`src/rtl/rbg_pkg.sv`:
```
`timescale 1ns / 1ps
// ----------------------------------------------------------------------------
// rbg_pkg
// Shared types and constants of the renko brick generator: request and
// response payloads, trend codes, move codes and the controller interface.
// ----------------------------------------------------------------------------
package rbg_pkg;

   localparam int TimeW  = 63;
   localparam int PriceW = 32;
   localparam int SizeW  = 31;

   typedef enum logic [1:0] {
      TR_NONE = 2'd0,
      TR_UP   = 2'd1,
      TR_DOWN = 2'd2
   } trend_type;

   typedef enum logic [2:0] {
      MV_NONE     = 3'd0,
      MV_UP       = 3'd1,
      MV_DOWN     = 3'd2,
      MV_REV_DOWN = 3'd3,
      MV_REV_UP   = 3'd4
   } move_type;

   typedef struct packed {
      logic        [TimeW-1:0]  timestamp;
      logic signed [PriceW-1:0] price;
   } req_type;

   typedef struct packed {
      logic        [TimeW-1:0]  brick_time;
      logic signed [PriceW-1:0] brick_open;
      logic signed [PriceW-1:0] brick_high;
      logic signed [PriceW-1:0] brick_low;
      logic signed [PriceW-1:0] brick_close;
      logic                     last_brick;
      logic                     truncated;
   } rsp_type;

   typedef struct packed {
      logic capture;
      logic load_base;
      logic calc_diff;
      logic step;
      logic push;
      logic push_last;
      logic push_trunc;
   } cmd_type;

   typedef struct packed {
      logic started;
      logic size_zero;
      logic move_hit;
      logic out_free;
   } stat_type;

endpackage

```
`src/rtl/renko_brick_generator.sv`:
```
`timescale 1ns / 1ps
// ----------------------------------------------------------------------------
// renko_brick_generator
// Renko bricks from a stream of closing prices with a configurable brick size.
//
//   channel   direction  handshake               payload
//   req_      in         req_valid / req_stall   req_type (timestamp, price)
//   rsp_      out        rsp_valid / rsp_stall   rsp_type (one brick)
//   csr_      in         csr_wr_en               brick size, 31 bits
//
// First request after reset, or any request at brick size zero: taken in idle
// with no brick loop. Later request: runs through the difference / brick step
// loop, which any response stall can hold.
// A brick is held until the next step decides last and truncated flags.
// Reset clears base, trend, started and sets brick size to 1.
// Response stalls hold the brick loop; requests stall in reset and while an
// item is open.
// ----------------------------------------------------------------------------
module renko_brick_generator
   import rbg_pkg::*;
#(
   parameter int MAX_BRICKS = 16,
   parameter int PRICE_BITS = 32
) (
   input  logic             clock,
   input  logic             reset,
   input  logic             req_valid,
   output logic             req_stall,
   input  req_type          req_data,
   output logic             rsp_valid,
   input  logic             rsp_stall,
   output rsp_type          rsp_data,
   input  logic             csr_wr_en,
   input  logic [SizeW-1:0] csr_wr_data
);

   cmd_type  cmd;
   stat_type stat;

   rbg_ctrl #(
      .MAX_BRICKS(MAX_BRICKS)
   ) u_ctrl (
      .clock     (clock),
      .reset     (reset),
      .req_valid (req_valid),
      .req_stall (req_stall),
      .stat      (stat),
      .cmd       (cmd)
   );

   rbg_datapath #(
      .PRICE_BITS(PRICE_BITS)
   ) u_datapath (
      .clock       (clock),
      .reset       (reset),
      .req_data    (req_data),
      .csr_wr_en   (csr_wr_en),
      .csr_wr_data (csr_wr_data),
      .cmd         (cmd),
      .stat        (stat),
      .rsp_valid   (rsp_valid),
      .rsp_stall   (rsp_stall),
      .rsp_data    (rsp_data)
   );

endmodule

```
`src/rtl/rbg_ctrl.sv`:
```
`timescale 1ns / 1ps
// ----------------------------------------------------------------------------
// rbg_ctrl
// Sequencer of the brick generator: takes a request, alternates between
// difference and brick steps, counts bricks and schedules output pushes.
// ----------------------------------------------------------------------------
module rbg_ctrl
   import rbg_pkg::*;
#(
   parameter int MAX_BRICKS = 16
) (
   input  logic     clock,
   input  logic     reset,
   input  logic     req_valid,
   output logic     req_stall,
   input  stat_type stat,
   output cmd_type  cmd
);

   localparam int CntW = $clog2(MAX_BRICKS + 1);

   typedef enum logic [2:0] {
      ST_IDLE = 3'b001,
      ST_DIFF = 3'b010,
      ST_STEP = 3'b100
   } state_type;

   state_type       state_ff, state_in;
   logic [CntW-1:0] cnt_ff, cnt_in;
   logic            pend_valid_ff, pend_valid_in;
   logic            hit;

   assign req_stall = reset || (state_ff != ST_IDLE);
   assign hit       = stat.move_hit && (cnt_ff != CntW'(MAX_BRICKS));

   always_comb begin
      state_in      = state_ff;
      cnt_in        = cnt_ff;
      pend_valid_in = pend_valid_ff;
      cmd           = '0;
      case (state_ff)
         ST_IDLE: begin
            if (req_valid) begin
               cmd.capture = 1'b1;
               if (!stat.started) begin
                  cmd.load_base = 1'b1;
               end else if (!stat.size_zero) begin
                  cnt_in        = '0;
                  pend_valid_in = 1'b0;
                  state_in      = ST_DIFF;
               end
            end
         end
         ST_DIFF: begin
            cmd.calc_diff = 1'b1;
            state_in      = ST_STEP;
         end
         ST_STEP: begin
            if (hit) begin
               if (!pend_valid_ff || stat.out_free) begin
                  cmd.step      = 1'b1;
                  cmd.push      = pend_valid_ff;
                  cnt_in        = cnt_ff + 1'b1;
                  pend_valid_in = 1'b1;
                  state_in      = ST_DIFF;
               end
            end else if (!pend_valid_ff) begin
               state_in = ST_IDLE;
            end else if (stat.out_free) begin
               cmd.push       = 1'b1;
               cmd.push_last  = 1'b1;
               cmd.push_trunc = stat.move_hit;
               pend_valid_in  = 1'b0;
               state_in       = ST_IDLE;
            end
         end
         default: begin
            state_in = ST_IDLE;
         end
      endcase
   end

   always_ff @(posedge clock) begin
      if (reset) begin
         state_ff      <= ST_IDLE;
         cnt_ff        <= '0;
         pend_valid_ff <= 1'b0;
      end else begin
         state_ff      <= state_in;
         cnt_ff        <= cnt_in;
         pend_valid_ff <= pend_valid_in;
      end
   end

endmodule

```
`src/rtl/rbg_datapath.sv`:
```
`timescale 1ns / 1ps
// ----------------------------------------------------------------------------
// rbg_datapath
// Base price, trend and brick size registers, price difference, move
// decision, pending brick and the output register.
// ----------------------------------------------------------------------------
module rbg_datapath
   import rbg_pkg::*;
#(
   parameter int PRICE_BITS = 32
) (
   input  logic             clock,
   input  logic             reset,
   input  req_type          req_data,
   input  logic             csr_wr_en,
   input  logic [SizeW-1:0] csr_wr_data,
   input  cmd_type          cmd,
   output stat_type         stat,
   output logic             rsp_valid,
   input  logic             rsp_stall,
   output rsp_type          rsp_data
);

   localparam int BaseW = (PRICE_BITS > PriceW) ? PriceW + 1 : PRICE_BITS;
   localparam int DiffW = (BaseW + 1 > PriceW + 2) ? BaseW + 1 : PriceW + 2;

   logic signed [BaseW-1:0]  base_ff;
   logic signed [BaseW-1:0]  price_ff;
   logic        [TimeW-1:0]  time_ff;
   trend_type                trend_ff;
   logic                     started_ff;
   logic        [SizeW-1:0]  size_ff;
   logic signed [DiffW-1:0]  diff_ff;
   rsp_type                  pend_ff;
   rsp_type                  rsp_ff;
   logic                     rsp_valid_ff;

   logic signed [BaseW-1:0]  req_price;
   logic signed [DiffW-1:0]  base_x, price_x, size_x, size2_x;
   logic signed [DiffW-1:0]  off_open, off_close, open_x, close_x;
   move_type                 move;
   logic                     rise;
   rsp_type                  push_data;

   generate
      if (PRICE_BITS > PriceW) begin : g_wide
         assign req_price = signed'({1'b0, req_data.price});
      end else begin : g_narrow
         assign req_price = req_data.price[BaseW-1:0];
      end
   endgenerate

   assign base_x  = {{(DiffW - BaseW){base_ff[BaseW-1]}}, base_ff};
   assign price_x = {{(DiffW - BaseW){price_ff[BaseW-1]}}, price_ff};
   assign size_x  = signed'({{(DiffW - SizeW){1'b0}}, size_ff});
   assign size2_x = size_x <<< 1;

   always_comb begin
      move = MV_NONE;
      if ((trend_ff != TR_DOWN) && (diff_ff >= size_x)) begin
         move = MV_UP;
      end else if ((trend_ff != TR_UP) && (diff_ff <= -size_x)) begin
         move = MV_DOWN;
      end else if ((trend_ff == TR_UP) && (diff_ff <= -size2_x)) begin
         move = MV_REV_DOWN;
      end else if ((trend_ff == TR_DOWN) && (diff_ff >= size2_x)) begin
         move = MV_REV_UP;
      end
   end

   always_comb begin
      off_open  = '0;
      off_close = '0;
      rise      = 1'b0;
      case (move)
         MV_UP: begin
            off_close = size_x;
            rise      = 1'b1;
         end
         MV_DOWN: begin
            off_close = -size_x;
         end
         MV_REV_DOWN: begin
            off_open  = -size_x;
            off_close = -size2_x;
         end
         MV_REV_UP: begin
            off_open  = size_x;
            off_close = size2_x;
            rise      = 1'b1;
         end
         default: begin
            off_open  = '0;
            off_close = '0;
         end
      endcase
   end

   assign open_x  = base_x + off_open;
   assign close_x = base_x + off_close;

   always_comb begin
      push_data            = pend_ff;
      push_data.last_brick = cmd.push_last;
      push_data.truncated  = cmd.push_trunc;
   end

   assign stat.started   = started_ff;
   assign stat.size_zero = (size_ff == '0);
   assign stat.move_hit  = (move != MV_NONE);
   assign stat.out_free  = !rsp_valid_ff || !rsp_stall;

   assign rsp_valid = rsp_valid_ff;
   assign rsp_data  = rsp_ff;

   // control state
   always_ff @(posedge clock) begin
      if (reset) begin
         base_ff      <= '0;
         trend_ff     <= TR_NONE;
         started_ff   <= 1'b0;
         size_ff      <= SizeW'(1);
         rsp_valid_ff <= 1'b0;
      end else begin
         if (csr_wr_en) begin
            size_ff <= csr_wr_data;
         end
         if (cmd.load_base) begin
            base_ff    <= req_price;
            started_ff <= 1'b1;
         end else if (cmd.step) begin
            base_ff  <= close_x[BaseW-1:0];
            trend_ff <= rise ? TR_UP : TR_DOWN;
         end
         if (cmd.push) begin
            rsp_valid_ff <= 1'b1;
         end else if (!rsp_stall) begin
            rsp_valid_ff <= 1'b0;
         end
      end
   end

   // payload
   always_ff @(posedge clock) begin
      if (cmd.capture) begin
         time_ff  <= req_data.timestamp;
         price_ff <= req_price;
      end
      if (cmd.calc_diff) begin
         diff_ff <= price_x - base_x;
      end
      if (cmd.step) begin
         pend_ff.brick_time  <= time_ff;
         pend_ff.brick_open  <= open_x[PriceW-1:0];
         pend_ff.brick_high  <= rise ? close_x[PriceW-1:0] : open_x[PriceW-1:0];
         pend_ff.brick_low   <= rise ? open_x[PriceW-1:0] : close_x[PriceW-1:0];
         pend_ff.brick_close <= close_x[PriceW-1:0];
         pend_ff.last_brick  <= 1'b0;
         pend_ff.truncated   <= 1'b0;
      end
      if (cmd.push) begin
         rsp_ff <= push_data;
      end
   end

endmodule

```
`config.mk`:
```
export PLATFORM = sky130hd
export DESIGN_NAME = renko_brick_generator
export DESIGN_NICKNAME = d
export VERILOG_FILES = /design/src/rtl/rbg_pkg.sv /design/src/rtl/renko_brick_generator.sv /design/src/rtl/rbg_ctrl.sv /design/src/rtl/rbg_datapath.sv
export SDC_FILE = /design/constraint.sdc
export NUM_CORES = 1
export LEC_CHECK = 0
export BUFFER_PORTS_ARGS = -buffer_cell sky130_fd_sc_hd__buf_2
export CORE_MARGIN = 5
export CORE_UTILIZATION = 52
export CTS_CLUSTER_SIZE = 30
export DETAILED_ROUTE_END_ITERATION = 12
export HOLD_SLACK_MARGIN = 0.1
export PLACE_DENSITY_LB_ADDON = 0.2
export SETUP_SLACK_MARGIN = 0.1
export SYNTH_ARGS = -nofsm -noshare
export SYNTH_HDL_FRONTEND = slang
export SYNTH_SLANG_ARGS = --single-unit
```
`constraint.sdc`:
```
create_clock -name clock -period 9.4 [get_ports clock]
set_input_delay 1.41 -clock clock [delete_from_list [all_inputs] [get_ports clock]]
set_output_delay 1.41 -clock clock [all_outputs]
set_load 0.005 [all_outputs]
```
# Yosys cells after proc, flatten, opt, wreduce, memory -nomap -nowiden
# Cells that the tools add are included.
word_totals:
  regBits: 589
  in_bits: 131
  out_inout_bits: 195
classes:
  addsub: 6
  muxes: 47
  n_eq_ne: 21
  n_reduce_logical: 22
  bitwise_logic: 4
  order_cmp: 4
ops:
  columns: ["op", "n"]
  rows:
  - ["$mux 32", 4]
  - ["$pmux 32 s4", 1]
  - ["$le 34x34->1", 2]
  - ["$add 32x32->32", 2]
  - ["$pmux 32 s2", 1]
  - ["$mux 3", 13]
  - ["$ge 34x32->1", 1]
  - ["$ge 34x33->1", 1]
  - ["$neg 31->34", 1]
  - ["$neg 32->34", 1]
  - ["$sub 32x32->33", 1]
  - ["$logic_not 31->1", 1]
  - ["$mux 5", 5]
  - ["$mux 1", 14]
  - ["$mux 2", 5]
  - ["$ne 2x1->1 const B", 5]
  - ["$pmux 5 s2", 1]
  - ["$reduce_and 5->1", 2]
  - ["$eq 3x2->1 const B", 3]
  - ["$pmux 3 s3", 1]
  - ["$eq 3x1->1 const B", 2]
  - ["$eq 3x3->1 const B", 2]
  - ["$ne 2x2->1 const B", 3]
  - ["$reduce_and 6->1", 1]
  - ["other kinds (19)", 31]

# Longest topological paths before layout
logic_depth:
  depth_word: 13
  ltp_mapped: 35

# Cells and area by module
# A second synthesis with hierarchy kept.
unflattened:
  hier_cells: 2314
  area_unflattened_um2: 28338.4
modules_own_cells:
  columns: ["module", "instances", "seq_area_each_um2", "cells_per_inst", "area_per_inst_um2"]
  rows:
  - ["rbg_datapath", 1, 16716.0, 2247, 27736.6]
  - ["rbg_ctrl", 1, 180.2, 67, 601.8]

# Worst setup path before layout
# OpenSTA, ideal clock, no wires.
synth_path:
  path_type: "reg2reg"
  start: "register u_datapath.size_ff[1]"
  end: "register u_datapath.pend_ff[65] (netlist bit) (data pin)"
  path_slack_ps: 1577
  arrival_ps: 7554
  required_ps: 9131
  synth_period_minus_slack_ps: 7823
  path_stages_with_launch: 35
  cell_sequence: "dfxtp_1 > inv_1 > ha_1 > or4b_1 > nor4_1 > nand4_1 > nor3_1 > nand2_1 > nor2_1 > xnor2_1 > ha_1 > a21o_1 > a21o_1 > a21o_1 > a211o_1 > a211oi_1 > a21oi_1 > or3_4 > clkbuf_1 > clkbuf_1 > nor2_1 > o21ai_0 > o31ai_1 > ha_1 > a21o_1 > a221o_1 > a41o_1 > nor3_1 > nand2_1 > a41oi_1 > o21ai_0 > nor4_1 > o31ai_1 > xnor2_1 > mux2i_1"
synth_via:
  elab_chain_len: 10
  elab_cells_between_ends: 25
  cone_classes: "4 x add/sub; 4 x order compare; 4 x eq/ne; 8 x mux; 5 x reduce/logical"
synth_rtl:
  columns: ["item", "line", "rtl"]
  rows:
  - ["start: declaration", "rbg_datapath.sv:32", "logic [SizeW-1:0] size_ff;"]
  - ["start signal: assignment", "rbg_datapath.sv:122", "size_ff <= SizeW'(1);"]
  - ["start signal: assignment", "rbg_datapath.sv:126", "size_ff <= csr_wr_data;"]
  - ["$neg 32->34 or $ge 34x33->1 (tied branches)", "rbg_datapath.sv:64, rbg_datapath.sv:66", null]
  - ["$le 34x34->1 or $logic_and 1x1->1 (tied branches)", "rbg_datapath.sv:64, rbg_datapath.sv:66", null]
  - ["$logic_and 1x1->1 or $mux 3 (tied branches)", "rbg_datapath.sv:64, rbg_datapath.sv:66", null]
  - ["$mux 3", "rbg_datapath.sv:64", "end else if ((trend_ff == TR_UP) && (diff_ff <= -size2_x)) begin"]
  - ["$mux 3", "rbg_datapath.sv:62", "end else if ((trend_ff != TR_UP) && (diff_ff <= -size_x)) begin"]
  - ["$mux 3", "rbg_datapath.sv:60", "if ((trend_ff != TR_DOWN) && (diff_ff >= size_x)) begin"]
  - ["$eq 3x3->1, or another cell as far along", "rbg_datapath.sv:75", "case (move)"]
  - ["$pmux 32 s4, or another cell as far along", "rbg_datapath.sv:75", null]
  - ["$add 32x32->32, or another cell as far along", "rbg_datapath.sv:100", "assign close_x = base_x + off_close;"]
  - ["$mux 32 (*)", "rbg_datapath.sv:156", "pend_ff.brick_low <= rise ? open_x[PriceW-1:0] : close_x[PriceW-1:0];"]
  - ["end: declaration", "rbg_datapath.sv:34", "rsp_type pend_ff;"]
# Every way passes the cells marked *; elsewhere a longest branch is shown, timed or not.
# A chain may end at the register's enable or synchronous reset.

# Worst setup path in the final report
# Same ends and word-level chain as after synthesis.

==> impl_results.rst <==
.. list-table::
   :header-rows: 1

   * - Metric
     - Value
   * - Worst hold endpoint
     - u_datapath.rsp_data[43]
   * - Highest-delay cell along the critical path
     - sky130_fd_sc_hd__a2111oi_1
   * - Placed Instances
     - 3345
   * - Number of antenna violations at the first check in global routing
     - 0
   * - Maximum fanout count along the critical path
     - 13
   * - Mean post-synth cell area
     - 12.2 sq um
   * - Net count after synthesis
     - 2678
   * - Clock slew at the register clock pins of the worst setup and hold paths
     - 0.06 ns
   * - Total routing usage reported by global routing
     - 24.4%
   * - Total power after layout
     - 7.33 mW
   * - Yosys warning total
     - 0
   * - Startpoint of the most critical hold path
     - u_datapath.pend_ff[43]
   * - End of the worst register-to-register path
     - u_datapath.pend_ff[65]
   * - Commonest non-fill, non-tap cells in the layout
     - sky130_fd_sc_hd__edfxtp_1 (512), sky130_fd_sc_hd__buf_2 (325), sky130_fd_sc_hd__nand2_1 (239), sky130_fd_sc_hd__ha_1 (219), sky130_fd_sc_hd__nor2_1 (162)
   * - CP Class
     - flop to flop
   * - Clock latency reported for the late side of the worst-skew pair
     - 0.62 ns
   * - Delay contributed by the slowest stage of the critical path
     - 0.62 ns
   * - Nature of the critical path endpoint
     - flop
   * - # diodes
     - 0
   * - Fin cells
     - 3450
   * - Number of flops mapped to enable cells by yosys
     - 512
   * - Number of global-route vias before repair
     - 19400
   * - Final clock period utilization by the worst path
     - 93.0%
   * - Number of hold buffers added after cts
     - 0
   * - Most common cell after layout, fill and taps aside
     - sky130_fd_sc_hd__edfxtp_1
   * - Final antenna-violating net count
     - 0
   * - Die width
     - 243 um
   * - Cell area after synthesis
     - 28300 sq um
   * - Remaining global-route overflow
     - 0
   * - # rows
     - 85
   * - Worst r2r path cells
     - 31
   * - H-tree levels
     - 2
   * - Worst hold path class
     - flop to flop
   * - Synth cell types
     - 77
   * - Mean routed wirelength per cell
     - 21.8 um
   * - CTS Root Cell
     - sky130_fd_sc_hd__clkbuf_16
   * - Slew at the pin with the worst max-slew slack
     - 1.08 ns
   * - Data arrival time of the critical path
     - 9.08 ns
   * - # IOs
     - 326
   * - Area growth syn-to-layout
     - 16.6%
   * - DRC errors left
     - 0
   * - Unrepaired setup endpoints after global routing
     - no
   * - First-pass GRT wire length
     - 113000 um
   * - Pin count of the biggest net entering global routing
     - 122
   * - Pre-CTS setup slack
     - 0.703 ns
   * - Static power due to leakage
     - 13.2 nW
   * - Most used DFF post-synth
     - sky130_fd_sc_hd__edfxtp_1
   * - Area of the core
     - 53900 sq um
   * - Post-detailed-placement half-perimeter wirelength
     - 56600 um
   * - Setup TNS
     - 0 ns
   * - Height of the chip
     - 243 um
   * - Vias per cell
     - 5.82
   * - Final nets
     - 3062
   * - Via count
     - 20100
   * - Number of failing hold endpoints at the final stage
     - 0
   * - Minimum clock period
     - 8.74 ns
   * - Total power divided by cell area
     - 222 nW/um^2
   * - Slew Viols, Final
     - 0
   * - Hold Path Depth
     - 0
   * - Worst setup path start
     - u_datapath.size_ff[1]
   * - Buffer levels on the longest clock path
     - 3
   * - Final estimated routing congestion in global placement
     - 0.929
   * - Setup slack of the worst register-to-register path
     - 0.66 ns
   * - Beginning of the worst register-to-register path
     - u_datapath.size_ff[1]
   * - Die ar.
     - 59200 sq um
   * - Proportion of synthesized chip area in sequential cells
     - 59.7%
   * - Max transition margin
     - 27.6%
   * - Total setup violations reported at the end of the flow
     - 0
   * - Fin Clk Skew
     - 0.0259 ns
   * - Flip-flop and latch count after synthesis
     - 588
   * - 1st-iter DRT viols
     - 1767
   * - Minimum setup slack in the final design
     - 0.658 ns
   * - Final core utilization
     - 61.2%
   * - Max-cap viol count
     - 0
   * - Worst voltage drop across the vdd grid
     - 137 uV
   * - Fraction of layout instances using a drive strength above 1
     - 18.8%
   * - CTS Buf Count
     - 58
   * - Required time at the worst-slack endpoint
     - 9.74 ns
   * - CP Launch Type
     - flop
   * - Asr flop ratio synth
     - 0%
   * - TritonCTS clock tree
     - done
   * - Total routed wirelength
     - 75100 um
   * - Clock sinks
     - 588
   * - Highest Clock Rate
     - 0.114 GHz
   * - Number of port buffers
     - 325
   * - Status
     - completed
   * - DRT Pass-1 Iters
     - 5
   * - Initial Utilization
     - 52.5%
   * - Gate count of the mapped netlist
     - 2325
[power by group]
part	leakage, nW	internal (mW)	total (mW)	switching, mW
registers	5.29	3.16	3.29	0.129
logic	7.05	0.673	1.79	1.11
clock network	0.895	1.27	2.25	0.983
total	13.2	5.11	7.33	2.23
[cell usage after synthesis, types with 5 or more instances]
| library cell | number | area [sq um] |
|---|---|---|
| sky130_fd_sc_hd__ha_1 | 219 | 2740 |
| sky130_fd_sc_hd__or3_1 | 8 | 50.1 |
| sky130_fd_sc_hd__nor3_1 | 36 | 180 |
| sky130_fd_sc_hd__mux2i_1 | 35 | 350 |
| sky130_fd_sc_hd__a211o_1 | 7 | 61.3 |
| sky130_fd_sc_hd__a311o_1 | 5 | 50.1 |
| sky130_fd_sc_hd__nand3_1 | 42 | 210 |
| sky130_fd_sc_hd__a211oi_1 | 20 | 150 |
| sky130_fd_sc_hd__dfxtp_1 | 76 | 1520 |
| sky130_fd_sc_hd__inv_1 | 122 | 458 |
| sky130_fd_sc_hd__nor2b_1 | 17 | 106 |
| sky130_fd_sc_hd__and2_1 | 11 | 68.8 |
| sky130_fd_sc_hd__o21ai_0 | 109 | 546 |
| sky130_fd_sc_hd__nor4_1 | 16 | 100 |
| sky130_fd_sc_hd__a31oi_1 | 11 | 68.8 |
| sky130_fd_sc_hd__buf_2 | 7 | 35.0 |
| sky130_fd_sc_hd__o211ai_1 | 10 | 75.1 |
| sky130_fd_sc_hd__nand2_1 | 239 | 897 |
| sky130_fd_sc_hd__or2_2 | 9 | 56.3 |
| sky130_fd_sc_hd__a21oi_1 | 161 | 806 |
| sky130_fd_sc_hd__a221o_1 | 19 | 190 |
| sky130_fd_sc_hd__a21o_1 | 59 | 443 |
| sky130_fd_sc_hd__buf_1 | 7 | 26.3 |
| sky130_fd_sc_hd__nor2_1 | 163 | 612 |
| sky130_fd_sc_hd__nand4_1 | 33 | 206 |
| sky130_fd_sc_hd__xnor2_1 | 74 | 648 |
| sky130_fd_sc_hd__clkbuf_1 | 53 | 199 |
| sky130_fd_sc_hd__o31ai_1 | 23 | 173 |
| sky130_fd_sc_hd__mux2_2 | 7 | 78.8 |
| sky130_fd_sc_hd__xor2_1 | 26 | 228 |
| sky130_fd_sc_hd__edfxtp_1 | 512 | 15400 |
| sky130_fd_sc_hd__o21a_1 | 24 | 180 |
| sky130_fd_sc_hd__and3_1 | 11 | 68.8 |
| sky130_fd_sc_hd__o21bai_1 | 15 | 113 |
| sky130_fd_sc_hd__nand2b_1 | 22 | 138 |
| sky130_fd_sc_hd__a22oi_1 | 32 | 240 |
[worst max-delay path, delay by kind of cell, from the launching register on]
kind / cells / cell delay [ns]
AO/OA/AOI/OAI: 13 / 3.76
multiplexers: 1 / 0.12
AND/OR/NAND/NOR: 8 / 2.14
flip-flops: 1 / 0.36
buffers and inverters: 4 / 0.78
adder cells (fa/ha/maj): 3 / 0.87
XOR/XNOR: 2 / 0.43
[per-layer routing]
metal / part of all wire, % / GRT usage [%] / wire length [um] / vias up
li1: - / - / - / 9462
met1: 46 / 35.9 / 34400 / 9781
met2: 45 / 38.1 / 33600 / 731
met3: 6.7 / 3.69 / 5040 / 108
met4: 2.7 / 6.74 / 1990 / 0
met5: 0 / 0 / 0 / -
[flip-flops by register name, indices dropped and copies added, names as in the netlist, 2 cells and up]
name / cells
u_datapath.price_ff: 32
u_ctrl.cnt_ff: 5
u_datapath.diff_ff: 33
u_datapath.trend_ff: 2
u_ctrl.state_ff: 3
u_datapath.size_ff: 31
u_datapath.pend_ff: 191
u_datapath.rsp_data: 193
u_datapath.time_ff: 63
u_datapath.base_ff: 32
[metrics by stage]
| step | cell area [sq um] | hold WS (ns) |
|---|---|---|
| 2_1_floorplan | 28300 | 0.400 |
| 3_3_place_gp | 31100 | 0.400 |
| 3_5_place_dp | 31100 | 0.405 |
| 4_1_cts | 33000 | 0.414 |
| 5_1_grt | 33000 | 0.418 |
| 6_report | 33000 | 0.413 |
[repair_timing]
item | 4_1_cts | 5_1_grt
endpoints found under the setup margin | 0 | 11
resized for setup | 0 | 7
endpoints found under the hold margin | 0 | 0
buffers inserted | 0 | 0
[how the worst max path moves through the flow]
stage	endpoint	slack [ns]	cells past startpoint
CTS	u_datapath.pend_ff[65]	0.64	33
global placement	u_datapath.pend_ff[64]	0.80	37
finish	u_datapath.pend_ff[65]	0.66	31
global route	u_datapath.pend_ff[94]	0.11	31
detailed placement	u_datapath.pend_ff[65]	0.70	33
floorplan	u_datapath.pend_ff[65]	1.58	34
[final cells by class]
type | instances | area, sq um
sequential | 588 | 16900
tap | 696 | 871
fill | 4195 | 20900
clock buffer | 71 | 1520
clock inverter | 34 | 344
inverter | 122 | 465
timing repair buffer | 393 | 2170
multi-input combinational | 1546 | 10700
[kinds of logic (layout without fill, tap and decap cells)]
kind of cell / count (synthesis) / count (layout) / share of synthesized area, %
flops: 588 / 588 / 59.7
xor+xnor: 104 / 104 / 3.41
mux: 42 / 42 / 1.52
buf+inv: 191 / 620 / 2.62
compound gates: 549 / 549 / 12.6
fa+ha+maj: 223 / 223 / 9.93
simple gates: 628 / 628 / 10.2
No activity file was read; power rests on OpenSTA's default activity.
